### src/rtl/pcs_pkg.sv
// Shared types and constants for the PNG chunk stripper.
// Used by pcs_parser, pcs_out_buf and png_chunk_stripper_core; no dependencies.
`default_nettype none

package pcs_pkg;

    // Configuration register indexes
    localparam logic CFG_FILE_LENGTH = 1'b0;
    localparam logic CFG_DROP_TYPE   = 1'b1;

    // Register reset values
    localparam logic [31:0] FILE_LENGTH_RST = 32'h0000_0000;
    localparam logic [31:0] DROP_TYPE_RST   = 32'h6349_4350;  // "cICP"

    // Chunk types and sizes
    localparam logic [31:0] IEND_TYPE = 32'h4945_4E44;        // "IEND"
    localparam logic [32:0] MIN_CHUNK = 33'd12;               // length + type + CRC
    localparam logic [33:0] HDR_TAIL  = 34'd5;                // chunk end minus last header byte
    localparam logic [32:0] CRC_BYTES = 33'd4;

    // Status codes
    localparam logic [1:0] ST_STRIPPED = 2'd0;
    localparam logic [1:0] ST_NO_MATCH = 2'd1;
    localparam logic [1:0] ST_BAD_SIG  = 2'd2;

    // Parser phases
    typedef enum logic [1:0] {
        PH_SIG,
        PH_HEADER,
        PH_BODY,
        PH_STOP
    } phase_t;

    // Burst handed from the parser to the output buffer
    typedef struct packed {
        logic            load;
        logic [7:0][7:0] data;        // data words, slot 0 first
        logic [3:0]      ndata;       // 0, 1 or 8 data words
        logic            has_status;
        logic [1:0]      status_code;
    } burst_t;

    // PNG file signature byte at a given position
    function automatic logic [7:0] sig_byte(input logic [2:0] idx);
        logic [7:0] val;
        case (idx)
            3'd0: val = 8'h89;
            3'd1: val = 8'h50;
            3'd2: val = 8'h4E;
            3'd3: val = 8'h47;
            3'd4: val = 8'h0D;
            3'd5: val = 8'h0A;
            3'd6: val = 8'h1A;
            3'd7: val = 8'h0A;
            default: val = 8'h00;
        endcase
        return val;
    endfunction

endpackage

`default_nettype wire

### src/rtl/png_chunk_stripper_core.sv
// PNG chunk stripper top level: one file word in per cycle while s_ready is high, filtered words out.
// The first result is registered and appears in the cycle after the input word is accepted.
// Throughput: one word per cycle if m_ready; a passed chunk header drains as 8 words
// (9 with a status word), during which input waits for the result register.
// Reset: synchronous active-low aresetn clears parse state and sets
// file_length to 0 and drop_type to "cICP". Depends on pcs_pkg, pcs_parser, pcs_out_buf.
`default_nettype none

module png_chunk_stripper_core (
    input  wire logic        aclk,
    input  wire logic        aresetn,
    input  wire logic        cfg_wr_en,
    input  wire logic        cfg_index,
    input  wire logic [31:0] cfg_data,
    input  wire logic        s_valid,
    output logic             s_ready,
    input  wire logic [7:0]  s_in_byte,
    input  wire logic        s_final_byte,
    output logic             m_valid,
    input  wire logic        m_ready,
    output logic [7:0]       m_out_byte,
    output logic             m_is_status,
    output logic [1:0]       m_status_code,
    output logic             m_run_end
);
    import pcs_pkg::*;

    logic [31:0] file_length_reg;
    logic [31:0] drop_type_reg;
    logic        accept;
    burst_t      burst;

    assign accept = s_valid && s_ready;

    // Configuration registers
    always_ff @(posedge aclk) begin
        if (!aresetn) begin
            file_length_reg <= FILE_LENGTH_RST;
            drop_type_reg   <= DROP_TYPE_RST;
        end else if (cfg_wr_en) begin
            case (cfg_index)
                CFG_FILE_LENGTH: file_length_reg <= cfg_data;
                CFG_DROP_TYPE:   drop_type_reg   <= cfg_data;
                default: begin
                end
            endcase
        end
    end

    pcs_parser u_parser (
        .aclk        (aclk),
        .aresetn     (aresetn),
        .accept      (accept),
        .in_byte     (s_in_byte),
        .final_byte  (s_final_byte),
        .file_length (file_length_reg),
        .drop_type   (drop_type_reg),
        .burst       (burst)
    );

    pcs_out_buf u_out_buf (
        .aclk          (aclk),
        .aresetn       (aresetn),
        .burst         (burst),
        .can_load      (s_ready),
        .m_valid       (m_valid),
        .m_ready       (m_ready),
        .m_out_byte    (m_out_byte),
        .m_is_status   (m_is_status),
        .m_status_code (m_status_code),
        .m_run_end     (m_run_end)
    );

endmodule

`default_nettype wire

### src/rtl/pcs_parser.sv
// Chunk parser: signature check, header gathering, body pass/drop per input word.
// Depends on pcs_pkg; produces a burst_t for pcs_out_buf.
`default_nettype none

module pcs_parser (
    input  wire logic           aclk,
    input  wire logic           aresetn,
    input  wire logic           accept,
    input  wire logic [7:0]     in_byte,
    input  wire logic           final_byte,
    input  wire logic [31:0]    file_length,
    input  wire logic [31:0]    drop_type,
    output pcs_pkg::burst_t     burst
);
    import pcs_pkg::*;

    phase_t      phase_reg, phase_next;
    logic [31:0] pos_reg, pos_next;
    logic [2:0]  hcnt_reg, hcnt_next;
    logic [32:0] left_reg, left_next;
    logic        drop_reg, drop_next;
    logic        stop_reg, stop_next;
    logic        removed_reg, removed_next;
    logic        sig_ok_reg, sig_ok_next;
    logic [7:0]  hdr_reg [8];
    logic        hdr_we;
    logic [31:0] hdr_length;
    logic [31:0] chunk_type;
    logic [32:0] left_dec;

    assign hdr_length = {hdr_reg[0], hdr_reg[1], hdr_reg[2], hdr_reg[3]};
    assign chunk_type = {hdr_reg[4], hdr_reg[5], hdr_reg[6], in_byte};
    assign left_dec   = left_reg - {32'd0, (left_reg != 33'd0)};

    // Next state and burst for the word at the input
    always_comb begin
        phase_next   = phase_reg;
        hcnt_next    = hcnt_reg;
        left_next    = left_reg;
        drop_next    = drop_reg;
        stop_next    = stop_reg;
        removed_next = removed_reg;
        sig_ok_next  = sig_ok_reg;
        hdr_we       = 1'b0;
        burst        = '0;
        burst.load   = accept;

        case (phase_reg)
            PH_SIG: begin
                if (in_byte != sig_byte(pos_reg[2:0])) begin
                    sig_ok_next = 1'b0;
                end
                burst.ndata   = 4'd1;
                burst.data[0] = in_byte;
                if (pos_reg >= 32'd7) begin
                    phase_next = sig_ok_next ? PH_HEADER : PH_STOP;
                    hcnt_next  = 3'd0;
                end
            end
            PH_HEADER: begin
                if (hcnt_reg == 3'd0 &&
                    ({1'b0, pos_reg} + MIN_CHUNK) > {1'b0, file_length}) begin
                    phase_next = PH_STOP;
                end else begin
                    hdr_we = 1'b1;
                    if (hcnt_reg == 3'd7) begin
                        hcnt_next = 3'd0;
                        if (({2'b0, pos_reg} + HDR_TAIL + {2'b0, hdr_length}) >
                            {2'b0, file_length}) begin
                            phase_next = PH_STOP;
                        end else begin
                            drop_next = (chunk_type == drop_type);
                            if (chunk_type == drop_type) begin
                                removed_next = 1'b1;
                            end else begin
                                burst.ndata   = 4'd8;
                                burst.data[0] = hdr_reg[0];
                                burst.data[1] = hdr_reg[1];
                                burst.data[2] = hdr_reg[2];
                                burst.data[3] = hdr_reg[3];
                                burst.data[4] = hdr_reg[4];
                                burst.data[5] = hdr_reg[5];
                                burst.data[6] = hdr_reg[6];
                                burst.data[7] = in_byte;
                            end
                            stop_next  = (chunk_type == IEND_TYPE);
                            left_next  = {1'b0, hdr_length} + CRC_BYTES;
                            phase_next = PH_BODY;
                        end
                    end else begin
                        hcnt_next = hcnt_reg + 3'd1;
                    end
                end
            end
            PH_BODY: begin
                if (!drop_reg) begin
                    burst.ndata   = 4'd1;
                    burst.data[0] = in_byte;
                end
                left_next = left_dec;
                if (left_dec == 33'd0) begin
                    phase_next = stop_reg ? PH_STOP : PH_HEADER;
                    hcnt_next  = 3'd0;
                end
            end
            default: begin
            end
        endcase

        // Saturating received-word count
        pos_next = (pos_reg == 32'hFFFF_FFFF) ? pos_reg : pos_reg + 32'd1;

        // Close the file: report status and return to the start
        if (final_byte) begin
            burst.has_status = 1'b1;
            if (!sig_ok_next || phase_next == PH_SIG) begin
                burst.status_code = ST_BAD_SIG;
            end else begin
                burst.status_code = removed_next ? ST_STRIPPED : ST_NO_MATCH;
            end
            phase_next   = PH_SIG;
            pos_next     = 32'd0;
            hcnt_next    = 3'd0;
            left_next    = 33'd0;
            drop_next    = 1'b0;
            stop_next    = 1'b0;
            removed_next = 1'b0;
            sig_ok_next  = 1'b1;
        end
    end

    // Advance parse state on each accepted word
    always_ff @(posedge aclk) begin
        if (!aresetn) begin
            phase_reg   <= PH_SIG;
            pos_reg     <= 32'd0;
            hcnt_reg    <= 3'd0;
            left_reg    <= 33'd0;
            drop_reg    <= 1'b0;
            stop_reg    <= 1'b0;
            removed_reg <= 1'b0;
            sig_ok_reg  <= 1'b1;
        end else if (accept) begin
            phase_reg   <= phase_next;
            pos_reg     <= pos_next;
            hcnt_reg    <= hcnt_next;
            left_reg    <= left_next;
            drop_reg    <= drop_next;
            stop_reg    <= stop_next;
            removed_reg <= removed_next;
            sig_ok_reg  <= sig_ok_next;
        end
    end

    // Capture header words
    always_ff @(posedge aclk) begin
        if (accept && hdr_we) begin
            hdr_reg[hcnt_reg] <= in_byte;
        end
    end

endmodule

`default_nettype wire

### src/rtl/pcs_out_buf.sv
// Result register: holds one burst and drains it one word per cycle while m_ready is high.
// Depends on pcs_pkg (burst_t).
`default_nettype none

module pcs_out_buf (
    input  wire logic            aclk,
    input  wire logic            aresetn,
    input  wire pcs_pkg::burst_t burst,
    output logic                 can_load,
    output logic                 m_valid,
    input  wire logic            m_ready,
    output logic [7:0]           m_out_byte,
    output logic                 m_is_status,
    output logic [1:0]           m_status_code,
    output logic                 m_run_end
);
    import pcs_pkg::*;

    logic [7:0] data_reg [8];
    logic [3:0] ndata_reg;
    logic [3:0] total_reg;
    logic [3:0] idx_reg;
    logic [1:0] code_reg;
    logic       last;
    logic       take;

    assign m_valid  = (idx_reg != total_reg);
    assign last     = (idx_reg == total_reg - 4'd1);
    assign take     = m_valid && m_ready;
    assign can_load = !m_valid || (take && last);

    // Select the word at the read index
    always_comb begin
        m_is_status   = (idx_reg >= ndata_reg);
        m_out_byte    = m_is_status ? 8'd0 : data_reg[idx_reg[2:0]];
        m_status_code = m_is_status ? code_reg : ST_STRIPPED;
        m_run_end     = last;
    end

    // Load a new burst or advance through the current one
    always_ff @(posedge aclk) begin
        if (!aresetn) begin
            total_reg <= 4'd0;
            idx_reg   <= 4'd0;
            ndata_reg <= 4'd0;
        end else if (burst.load) begin
            total_reg <= burst.ndata + {3'd0, burst.has_status};
            idx_reg   <= 4'd0;
            ndata_reg <= burst.ndata;
        end else if (take) begin
            idx_reg <= idx_reg + 4'd1;
        end
    end

    // Hold burst payload
    always_ff @(posedge aclk) begin
        if (burst.load) begin
            for (int i = 0; i < 8; i++) begin
                data_reg[i] <= burst.data[i];
            end
            code_reg <= burst.status_code;
        end
    end

endmodule

`default_nettype wire
### config.mk
export PLATFORM = sky130hd
export DESIGN_NAME = png_chunk_stripper_core
export DESIGN_NICKNAME = d
export VERILOG_FILES = /design/src/rtl/pcs_pkg.sv /design/src/rtl/png_chunk_stripper_core.sv /design/src/rtl/pcs_parser.sv /design/src/rtl/pcs_out_buf.sv
export SDC_FILE = /design/constraint.sdc
export NUM_CORES = 1
export LEC_CHECK = 0
export ABC_AREA = 0
export BUFFER_PORTS_ARGS = -buffer_cell sky130_fd_sc_hd__buf_2
export CORE_UTILIZATION = 51
export DETAILED_ROUTE_END_ITERATION = 8
export GPL_ROUTABILITY_DRIVEN = 0
export HOLD_SLACK_MARGIN = 0.08
export PLACE_DENSITY = 0.68
export SLEW_MARGIN = 0
export SYNTH_ARGS = -nofsm -noshare
export SYNTH_HDL_FRONTEND = slang
export SYNTH_HIERARCHICAL = 1
export SYNTH_SLANG_ARGS = --single-unit
export TNS_END_PERCENT = 50
### constraint.sdc
create_clock -name aclk -period 15 [get_ports aclk]
set_clock_uncertainty 0.15 [all_clocks]
set_input_delay 0.75 -clock aclk [delete_from_list [all_inputs] [get_ports aclk]]
set_output_delay 0.75 -clock aclk [all_outputs]
set_load 0.02 [all_outputs]
# After elaboration in Yosys (flattened, before gate mapping)

Memory sizes are Yosys's and may differ from the RTL's. A register that Yosys moved wholly into a read port is not among the register bits.
Index checks and enable logic that the tools add are counted.

Add/subtract/negate cells: 10
Order comparisons: 4
Equal/unequal tests: 17
Mux-type cells: 65
Bitwise logic cells: 3
Reduce and logical (&&, ||, !) cells: 26

Operators by type and width:

| cell                                                               | number |
|---|---|
| 2-to-1 mux 68 bit                                                  | 4 |
| 2-to-1 mux 33 bit                                                  | 4 |
| adder 32 x 3 -> 33 bit, second input constant                      | 2 |
| case mux 33 bit (2 select lines)                                   | 1 |
| 2-to-1 mux 32 bit                                                  | 2 |
| 2-to-1 mux 56 bit                                                  | 1 |
| case mux 12 bit (3 select lines)                                   | 1 |
| adder 34 x 32 -> 34 bit                                            | 1 |
| > comparator 34 x 32 -> 1 bit                                      | 1 |
| adder 32 x 4 -> 33 bit, second input constant                      | 1 |
| > comparator 33 x 32 -> 1 bit                                      | 1 |
| logical NOT 33 bit                                                 | 1 |
| nonzero test 33 bit                                                | 1 |
| subtractor 33 x 1 -> 33 bit                                        | 1 |
| adder 32 x 1 -> 32 bit, second input constant                      | 1 |
| == test 32 x 31 -> 1 bit, second input constant                    | 1 |
| == test 32 bit                                                     | 1 |
| == test 32 bit, second input constant                              | 1 |
| greater-or-equal comparator 32 x 3 -> 1 bit, second input constant | 1 |
| 2-to-1 mux 3 bit                                                   | 10 |
| 2-to-1 mux 1 bit                                                   | 28 |
| 2-to-1 mux 2 bit                                                   | 9 |
| 2-to-1 mux 8 bit                                                   | 2 |
| AND reduction 5 bit                                                | 3 |
| 28 further kinds                                                   | 46 |

Flip-flop bits (word level): 152
RAM bits: 128
ROM bits: 56
Bits of input ports: 47
Output and inout port bits: 14
Word-level logic and storage cells: 143
Memories: 3

Memories:

| name               | depth | bits a word | rd ports | clocked after Yosys merged registers in | write ports | line              | RTL |
|---|---|---|---|---|---|---|---|
| u_out_buf.data_reg | 8     | 8           | 1        | 1                                       | 8           | pcs_out_buf.sv:19 | `logic [7:0] data_reg [8];` |
| u_parser.hdr_reg   | 8     | 8           | 7        | 0                                       | 1           | pcs_parser.sv:25  | `logic [7:0] hdr_reg [8];` |
| (no name shown)    | 8     | 7           | 1        | 1                                       | 0           | pcs_pkg.sv:46     | `case (idx)` |

# Longest topological paths before layout

Gate-level depths: netlist (run 1).

Word-level depth: 13
Gate-level depth with buffers: 28
Depth with buffers taken out: 27

# Cells and area by module

Netlist (run 1), hierarchy kept.

By module, submodules not included:

| module                  | times used | cells each | area each (µm²) | sequential area each (µm²) |
|---|---|---|---|---|
| pcs_parser              | 1          | 1,493      | 12,299.3        | 3,303.2 |
| pcs_out_buf             | 1          | 188        | 3,331.9         | 2,282.2 |
| png_chunk_stripper_core | 1          | 260        | 2,506.2         | 1,281.2 |

# Least setup slack after synthesis (run 1)

Ideal clock, no wire load.

Path kind: register to register
Start: memory u_parser.hdr_reg[3][1]
End: register u_out_buf.total_reg[3]
Setup time: 0.059 ns
Data arrival time: 5.290 ns
Required time: 14.791 ns
Path slack: 9.501 ns
Cell stages (with the launch flop): 26
Buffers on the path: 1
Clock period less this slack: 5.499 ns
Cells stage by stage: edfxtp_1 ha_1 ha_1 fa_1 a21oi_1 o221ai_1 o2111ai_1 a21boi_0 o31ai_1 nand2_1 a211oi_1 nor2_1 ha_1 and2_0 a221o_1 a221oi_1 o21ai_1 o21ai_1 nand3_1 nor4_1 buf_2 nand2_1 inv_1 xor2_1 nand2_1 o211a_1

RTL lines:

| item                 | line              | RTL |
|---|---|---|
| from (decl)          | pcs_parser.sv:25  |  |
| to (signal assigned) | pcs_out_buf.sv:47 | `total_reg <= burst.ndata + {3'd0, burst.has_status};` |
| to (decl)            | pcs_out_buf.sv:21 | `logic [3:0] total_reg;` |

==> results of run 1 <==
power groups by stage:
| stage | clock, mW | combinational [mW] | sequential, mW |
|---|---|---|---|
| 6_report | 0.858 | 0.907 | 0.996 |
| 2_1_floorplan | 0 | 0.661 | 0.982 |
| 5_1_grt | 0.899 | 0.980 | 1.01 |
| 3_3_place_gp | 0 | 0.876 | 1.01 |
| 4_1_cts | 0.867 | 0.893 | 0.995 |
| 3_5_place_dp | 0 | 0.886 | 1.01 |
critical path, cell delays in order, from the launching register on:
cell,delay [ns]
sky130_fd_sc_hd__dfxtp_1,0.44
sky130_fd_sc_hd__inv_1,0.13
sky130_fd_sc_hd__ha_1,0.30
sky130_fd_sc_hd__inv_1,0.07
sky130_fd_sc_hd__fa_1,0.45
sky130_fd_sc_hd__a21oi_1,0.29
sky130_fd_sc_hd__o221ai_1,0.23
sky130_fd_sc_hd__o2111ai_1,0.34
sky130_fd_sc_hd__a21boi_0,0.26
sky130_fd_sc_hd__a21oi_1,0.34
sky130_fd_sc_hd__o31ai_1,0.15
sky130_fd_sc_hd__a21o_1,0.19
sky130_fd_sc_hd__a21oi_1,0.18
sky130_fd_sc_hd__xnor2_1,0.18
sky130_fd_sc_hd__ha_1,0.31
sky130_fd_sc_hd__a211o_1,0.31
sky130_fd_sc_hd__a221oi_1,0.21
sky130_fd_sc_hd__o21ai_1,0.12
sky130_fd_sc_hd__o21ai_1,0.35
sky130_fd_sc_hd__nand3_1,0.21
sky130_fd_sc_hd__nor4_2,0.32
sky130_fd_sc_hd__buf_4,0.47
sky130_fd_sc_hd__nand2_1,0.29
sky130_fd_sc_hd__inv_1,0.15
sky130_fd_sc_hd__xor2_1,0.08
sky130_fd_sc_hd__nand2_1,0.06
sky130_fd_sc_hd__o211a_1,0.14
metal layers:
metal	vias to the layer above	wire, um
met4	0	1990
met1	7155	22600
met5	-	0
li1	7041	-
met3	102	4140
met2	651	24700
logic make-up after synthesis:
logic type / share of synthesized area (%)
other: 0.0207
adder cells (fa/ha/maj): 10.7
multiplexers: 6.69
AO/OA/AOI/OAI: 11.6
XOR/XNOR: 8.34
buffers and inverters: 4.70
flip-flops: 37.9
AND/OR/NAND/NOR: 20.1
cell type report:
| type | instances | area [um^2] | area share (%) |
|---|---|---|---|
| multi-input combinational | 1469 | 10400 | 52.6 |
| sequential | 282 | 6870 | 34.6 |
| clock buffer | 41 | 908 | 4.58 |
| tap | 455 | 569 | 2.87 |
| timing repair buffer | 76 | 423 | 2.13 |
| inverter | 100 | 375 | 1.89 |
| clock inverter | 21 | 256 | 1.29 |
| antenna | 1 | 2.50 | 0.0126 |
cell usage after synthesis, drive strengths merged, types with 12 or more instances:
master and count:
edfxtp 122, buf 39, nor2b 15, o211ai 27, xnor2 84, inv 99, mux4 16, nand3 69
xor2 87, clkbuf 52, a21oi 96, nand2 224, nor2 126, and3 16, and2 70, o21ai 76
a211oi 12, dfxtp 160, nand4 49, nor3 37, mux2i 83, or3 15, a31o 13, nor4 40
ha 153
per-stage QoR:
step                hold WS (ns)  worst slack [ns]  cell area, um^2
floorplan                  0.278              9.50            18100
CTS                        0.310              8.25            19800
finish                     0.308              8.16            19800
global placement           0.288              8.49            18700
detailed placement         0.297              8.31            18700
global route               0.327              7.69            19800
how the worst max path moves through the flow:
stage               depth (start not counted)  slack (ns)                    from                      to
finish                                     26        8.16     u_parser/pos_reg[2]  u_out_buf/total_reg[3]
global route                               26        7.69     u_parser/pos_reg[2]  u_out_buf/total_reg[3]
CTS                                        26        8.25     u_parser/pos_reg[2]  u_out_buf/total_reg[3]
detailed placement                         26        8.31     u_parser/pos_reg[2]  u_out_buf/total_reg[3]
global placement                           26        8.49     u_parser/pos_reg[2]  u_out_buf/total_reg[3]
floorplan                                  25        9.50  u_parser/hdr_reg[3][1]  u_out_buf/total_reg[3]
==> metrics.csv, run 1 <==
stage,metric,value,unit
layout,fraction of final layout cells with drive strength greater than 1,9.25,%
sta,final-report hold violation count,0,
synthesis,most area-hungry cell type in the Yosys netlist,sky130_fd_sc_hd__edfxtp_1,
floorplan,Starting Density,52.1,%
place,detailed placer's ending HPWL,40000,um
power,peak supply drop,0.151,mV
power,clock share of power,31.1,%
synthesis,portion of the post-synthesis area used by sequential elements,37.9,%
power,switching power as a share of total power,35.6,%
setup_path,Setup crit end kind,flip-flop,
power,power spent charging and discharging nets,0.982,mW
layout,max reg flops,64,
layout,Layout Area Growth over Synthesis,9.44,%
sta,setup TNS,0,ns
setup_path,CP Class,reg -> reg,
power,ratio of total power to cell area,139,nW/um^2
place,input/output buffers,60,
route,Routed WL per cell,21.9,um
floorplan,overall die height,191,um
synthesis,"EDFF count, synth",122,
min_path,Hold Path Class,reg -> reg,
layout,fill cell instance count of the final layout,3028,
sta,Tmin final,6.84,ns
route,drt initial violations,1417,
synthesis,fraction of registers with async set or reset after synthesis,0,%
cts,clock-pin transition on the worst setup and hold timing paths,0.06,ns
floorplan,number of standard-cell rows in the floorplan,68,
cts,CTS tree,done,
cts,largest buffer count on any clock path,3,
synthesis,post-synthesis average cell area,9.34,um^2
setup_path,worst reg2reg path depth,26,
route,DR DRC count,0,
cts,post-CTS setup repair buffer count,0,
cts,total of hold buffers inserted after clock tree synthesis,0,
setup_path,required time at the worst-slack endpoint,15.32,ns
setup_path,startpoint type of the worst setup path,flip-flop,
global_route,met1 track demand over resource in global routing,39.7,%
synthesis,Yosys warning count,6,
min_path,worst hold start,file_length_reg[29],
run_status,result of the run,"complete, no violations",
route,Pre-antenna DRT Iters,8,
place,count of placed standard cells including taps,2382,
layout,most frequent cells in the layout,"224 x sky130_fd_sc_hd__nand2_1, 160 x sky130_fd_sc_hd__dfxtp_1, 153 x sky130_fd_sc_hd__ha_1, 125 x sky130_fd_sc_hd__nor2_1, 122 x sky130_fd_sc_hd__edfxtp_1",
cts,H-tree levels,2,
cts,clock network latency to the later pin of the worst-skew pair,0.54,ns
global_route,met2 track utilization from global routing,48.2,%
sta,transition time at the pin with the least slew margin,1.28,ns
setup_path,Worst Path Max Fanout,58,
synthesis,register bit count reported by yosys,282,
global_route,number of global-route vias before repair,14202,
layout,Layout Nets,2164,
synthesis,area share of the largest cell type after synthesis,20.2,%
sta,"Slew Viols, Final",0,
sta,worst-case headroom to the max-slew limit,13.8,%
floorplan,core footprint,34800,um^2
cts,TritonCTS Buffers,34,
min_path,Cells on Worst Hold Path,2,
synthesis,cell types with the largest area share after synthesis,"sky130_fd_sc_hd__edfxtp_1 20%, sky130_fd_sc_hd__dfxtp_1 18%, sky130_fd_sc_hd__ha_1 11%, sky130_fd_sc_hd__nand2_1 4.6%, sky130_fd_sc_hd__mux2i_1 4.6%",
route,routed via count divided by cell count,6.11,
setup_path,Crit Reg-Reg Endpoint,u_out_buf/total_reg[3],
global_route,global-route total usage across every layer,29.7,%
synthesis,distinct cell type count after synthesis,87,
global_route,number of antenna violations at the first check in global routing,0,
layout,Finished Layout Cells,2445,
global_route,layer with the highest usage,met2,
setup_path,crit path DAT,7.16,ns
synthesis,top flip-flop cell by instance count after synthesis,sky130_fd_sc_hd__dfxtp_1,
setup_path,worst reg-to-reg setup slack,8.16,ns
setup_path,RR Startpoint,u_parser/pos_reg[2],
global_route,largest net degree at the start of global routing,97,
global_route,overflow left after global routing,0,
sta,final period utilization,45.6,%
flow_run,max-capacitance violation count,0,
route,number of routed nets with antenna violations,0,
power,Int Power,1.78,mW
global_route,met3 track utilization from global routing,4.32,%
power,share of power burned in combinational logic,32.8,%
synthesis,count of mapped cells out of synthesis,1941,
power,fraction of power consumed by sequential logic,36.1,%
floorplan,die outline width,191,um
sta,setup repair after global routing missed its margin,no,
route,total number of vias,14949,
cts,CTS-repair resized insts,0,
global_route,first-pass GRT wire length,82100,um
power,Total Power Consumption,2.76,mW
floorplan,num ports,61,
cts,Clk Tree Root Cell,sky130_fd_sc_hd__clkbuf_16,
route,detailed-route wire length,53500,um
min_path,sink of the worst hold path,file_length_reg[29],
floorplan,Die Outline Area,36300,um^2
power,cell leakage power,7.84,nW
layout,"most common cell after layout, fill and taps aside",sky130_fd_sc_hd__nand2_1,
synthesis,post-synthesis cell area,18100,um^2
sta,Max Clk Rate,146,MHz
sta,final setup vio count,0,
cts,number of sinks handled by clock tree synthesis,282,
layout,final standard cell utilization of the core,57.0,%
Power figures use the tool's default switching activity.
==> run 2: changes to the inputs <==
- PLACE_DENSITY: 0.68 -> 0.7
- clock period: 15 -> 5.5 ns (I/O delays scaled with it)
==> run 2 against run 1 <==
  * Non-clock buffer count rose by 163
  * Die area did not move
  * Worst setup slack got worse by 8.0 ns
  * Critical path depth fell by 3
  * Fmax rose by 27%
  * Worst hold slack barely moved
  * Via count rose by 6.8%
  * Utilization rose by 4.2 points
  * Wire length rose by 5.7%
  * Final cell count rose by 6.4%
  * Sequential share of layout area fell by 2.4 points
  * Combinational power rose to 2.8 times the previous value
==> metrics.csv, run 2 (same netlist as run 1, synthesis figures left out) <==
stage,metric,value,unit
cts,number of sinks handled by clock tree synthesis,282,
setup_path,startpoint type of the worst setup path,flip-flop,
place,input/output buffers,60,
route,detailed-route wire length,56500,um
power,ratio of total power to cell area,344,nW/um^2
cts,TritonCTS Buffers,31,
global_route,overflow left after global routing,0,
layout,"most common cell after layout, fill and taps aside",sky130_fd_sc_hd__nand2_1,
place,count of placed standard cells including taps,2486,
cts,Clk Tree Root Cell,sky130_fd_sc_hd__clkbuf_16,
global_route,number of antenna violations at the first check in global routing,1,
cts,clock-pin transition on the worst setup and hold timing paths,0.06,ns
power,share of power burned in combinational logic,34.5,%
setup_path,worst reg-to-reg setup slack,0.13,ns
power,switching power as a share of total power,36.0,%
route,drt initial violations,1569,
cts,clock network latency to the later pin of the worst-skew pair,0.61,ns
route,DR DRC count,0,
floorplan,die outline width,191,um
power,power spent charging and discharging nets,2.64,mW
place,detailed placer's ending HPWL,41500,um
sta,final setup vio count,0,
layout,Layout Area Growth over Synthesis,17.5,%
floorplan,num ports,61,
sta,Max Clk Rate,186,MHz
power,peak supply drop,0.298,mV
sta,transition time at the pin with the least slew margin,1.25,ns
route,Pre-antenna DRT Iters,6,
sta,final period utilization,97.6,%
power,Int Power,4.69,mW
setup_path,Worst Path Max Fanout,57,
setup_path,Setup crit end kind,flip-flop,
place,setup slack at placement,-0.172,ns
layout,antenna cells,0,
run_status,result of the run,"complete, no violations",
cts,largest buffer count on any clock path,3,
sta,final-report hold violation count,0,
floorplan,Starting Density,52.1,%
layout,Finished Layout Cells,2602,
place,"Cell Area, Placed",19500,um^2
floorplan,core footprint,34800,um^2
setup_path,cell with the largest stage delay on the worst path,sky130_fd_sc_hd__edfxtp_1,
global_route,number of global-route vias before repair,15182,
setup_path,required time at the worst-slack endpoint,5.70,ns
layout,fraction of final layout cells with drive strength greater than 1,15.5,%
floorplan,overall die height,191,um
power,cell leakage power,8.55,nW
layout,max reg flops,64,
flow_run,max-capacitance violation count,0,
sta,Tmin final,5.37,ns
layout,post-layout instance area,21300,um^2
layout,Layout Nets,2324,
sta,"Slew Viols, Final",0,
sta,worst-case headroom to the max-slew limit,16.0,%
power,fraction of power consumed by sequential logic,37.4,%
route,routed via count divided by cell count,6.13,
cts,CTS tree,done,
global_route,global-route total usage across every layer,30.8,%
route,Routed WL per cell,21.7,um
setup_path,"Critical Path, Cell by Cell","ha_1, ha_1, o211ai_1, o211ai_1, nand2_1, nor3_1, o21ai_0, nand2b_1, a21oi_1, xnor2_1, ha_1, nand4_1, nor4_2, buf_4, o31ai_1, a31oi_1, o21ai_1, buf_4, nand3_1, nor4_2, buf_4, buf_12, a32o_1",
cts,H-tree levels,1,
setup_path,maximum single-stage delay on the critical path,0.50,ns
layout,final standard cell utilization of the core,61.3,%
floorplan,Die Outline Area,36300,um^2
setup_path,CP Class,reg -> reg,
power,clock share of power,28.1,%
setup_path,crit path DAT,5.57,ns
floorplan,number of standard-cell rows in the floorplan,68,
sta,fin worst setup slack,0.132,ns
layout,fill cell instance count of the final layout,2856,
route,total number of vias,15960,
layout,most frequent cells in the layout,"223 x sky130_fd_sc_hd__nand2_1, 160 x sky130_fd_sc_hd__dfxtp_1, 142 x sky130_fd_sc_hd__ha_1, 129 x sky130_fd_sc_hd__buf_4",
global_route,first-pass GRT wire length,85500,um
power,Total Power Consumption,7.33,mW
min_path,Hold Path Class,reg -> reg,
global_route,largest net degree at the start of global routing,107,
route,number of routed nets with antenna violations,0,
run 2: area by class of cell:
type / instances / area (um^2) / share of cell area, %
multi-input combinational: 1469 / 10700 / 50.2
inverter: 100 / 375 / 1.76
clock buffer: 44 / 888 / 4.17
sequential: 282 / 6870 / 32.2
clock inverter: 13 / 111 / 0.522
timing repair buffer: 239 / 1810 / 8.47
tap: 455 / 569 / 2.67
run 2: critical path: cells and delay by family (launching register included):
family | cells | cell delay [ns]
AOI/OAI and AO/OA | 8 | 1.40
and+or+nand+nor | 7 | 1.27
adders and majority gates | 3 | 1.01
buffers and inverters | 4 | 0.66
DFF | 1 | 0.50
xor gates and xnor gates | 1 | 0.14
run 2: timing repair:
action,in CTS,in global routing
buffers inserted,1,11
gates resized for setup,7,36
hold endpoints to repair,146,0
pin swaps,3,22
hold buffers,47,0
endpoints found under the setup margin,102,104
run 2: path summary, 6_finish.rpt:
check | start | endpoint | depth (start not counted)
worst max-delay path | u_parser/hdr_reg[3][4] | u_out_buf/data_reg[0][5] | 23
worst min-delay path | file_length_reg[19] | file_length_reg[19] | 2
worst max register to register | u_parser/hdr_reg[3][4] | u_out_buf/data_reg[0][5] | 23
worst min register to register | file_length_reg[19] | file_length_reg[19] | 2
run 2: metal layers:
layer | vias up | track usage, % | share of wire, %
li1 | 7350 | - | -
met1 | 7633 | 40.9 | 41
met2 | 803 | 49.7 | 46
met3 | 174 | 3.57 | 8.4
met4 | 0 | 14.8 | 5.4
met5 | - | 0 | 0
run 2: power groups by stage:
stage	logic (mW)	clock network [mW]	registers, mW
after global routing	2.72	2.16	2.77
final	2.53	2.06	2.74
after CTS	2.48	2.08	2.74
after global placement	2.40	0	2.76
after detailed placement	2.44	0	2.78
after floorplan	1.80	0	2.68
run 2: per-stage QoR:
step / setup TNS [ns] / hold WS [ns]
after floorplan: 0 / 0.224
after global placement: -2.56 / 0.294
after detailed placement: -8.27 / 0.298
after CTS: 0 / 0.310
after global routing: -1.06 / 0.321
final: 0 / 0.308
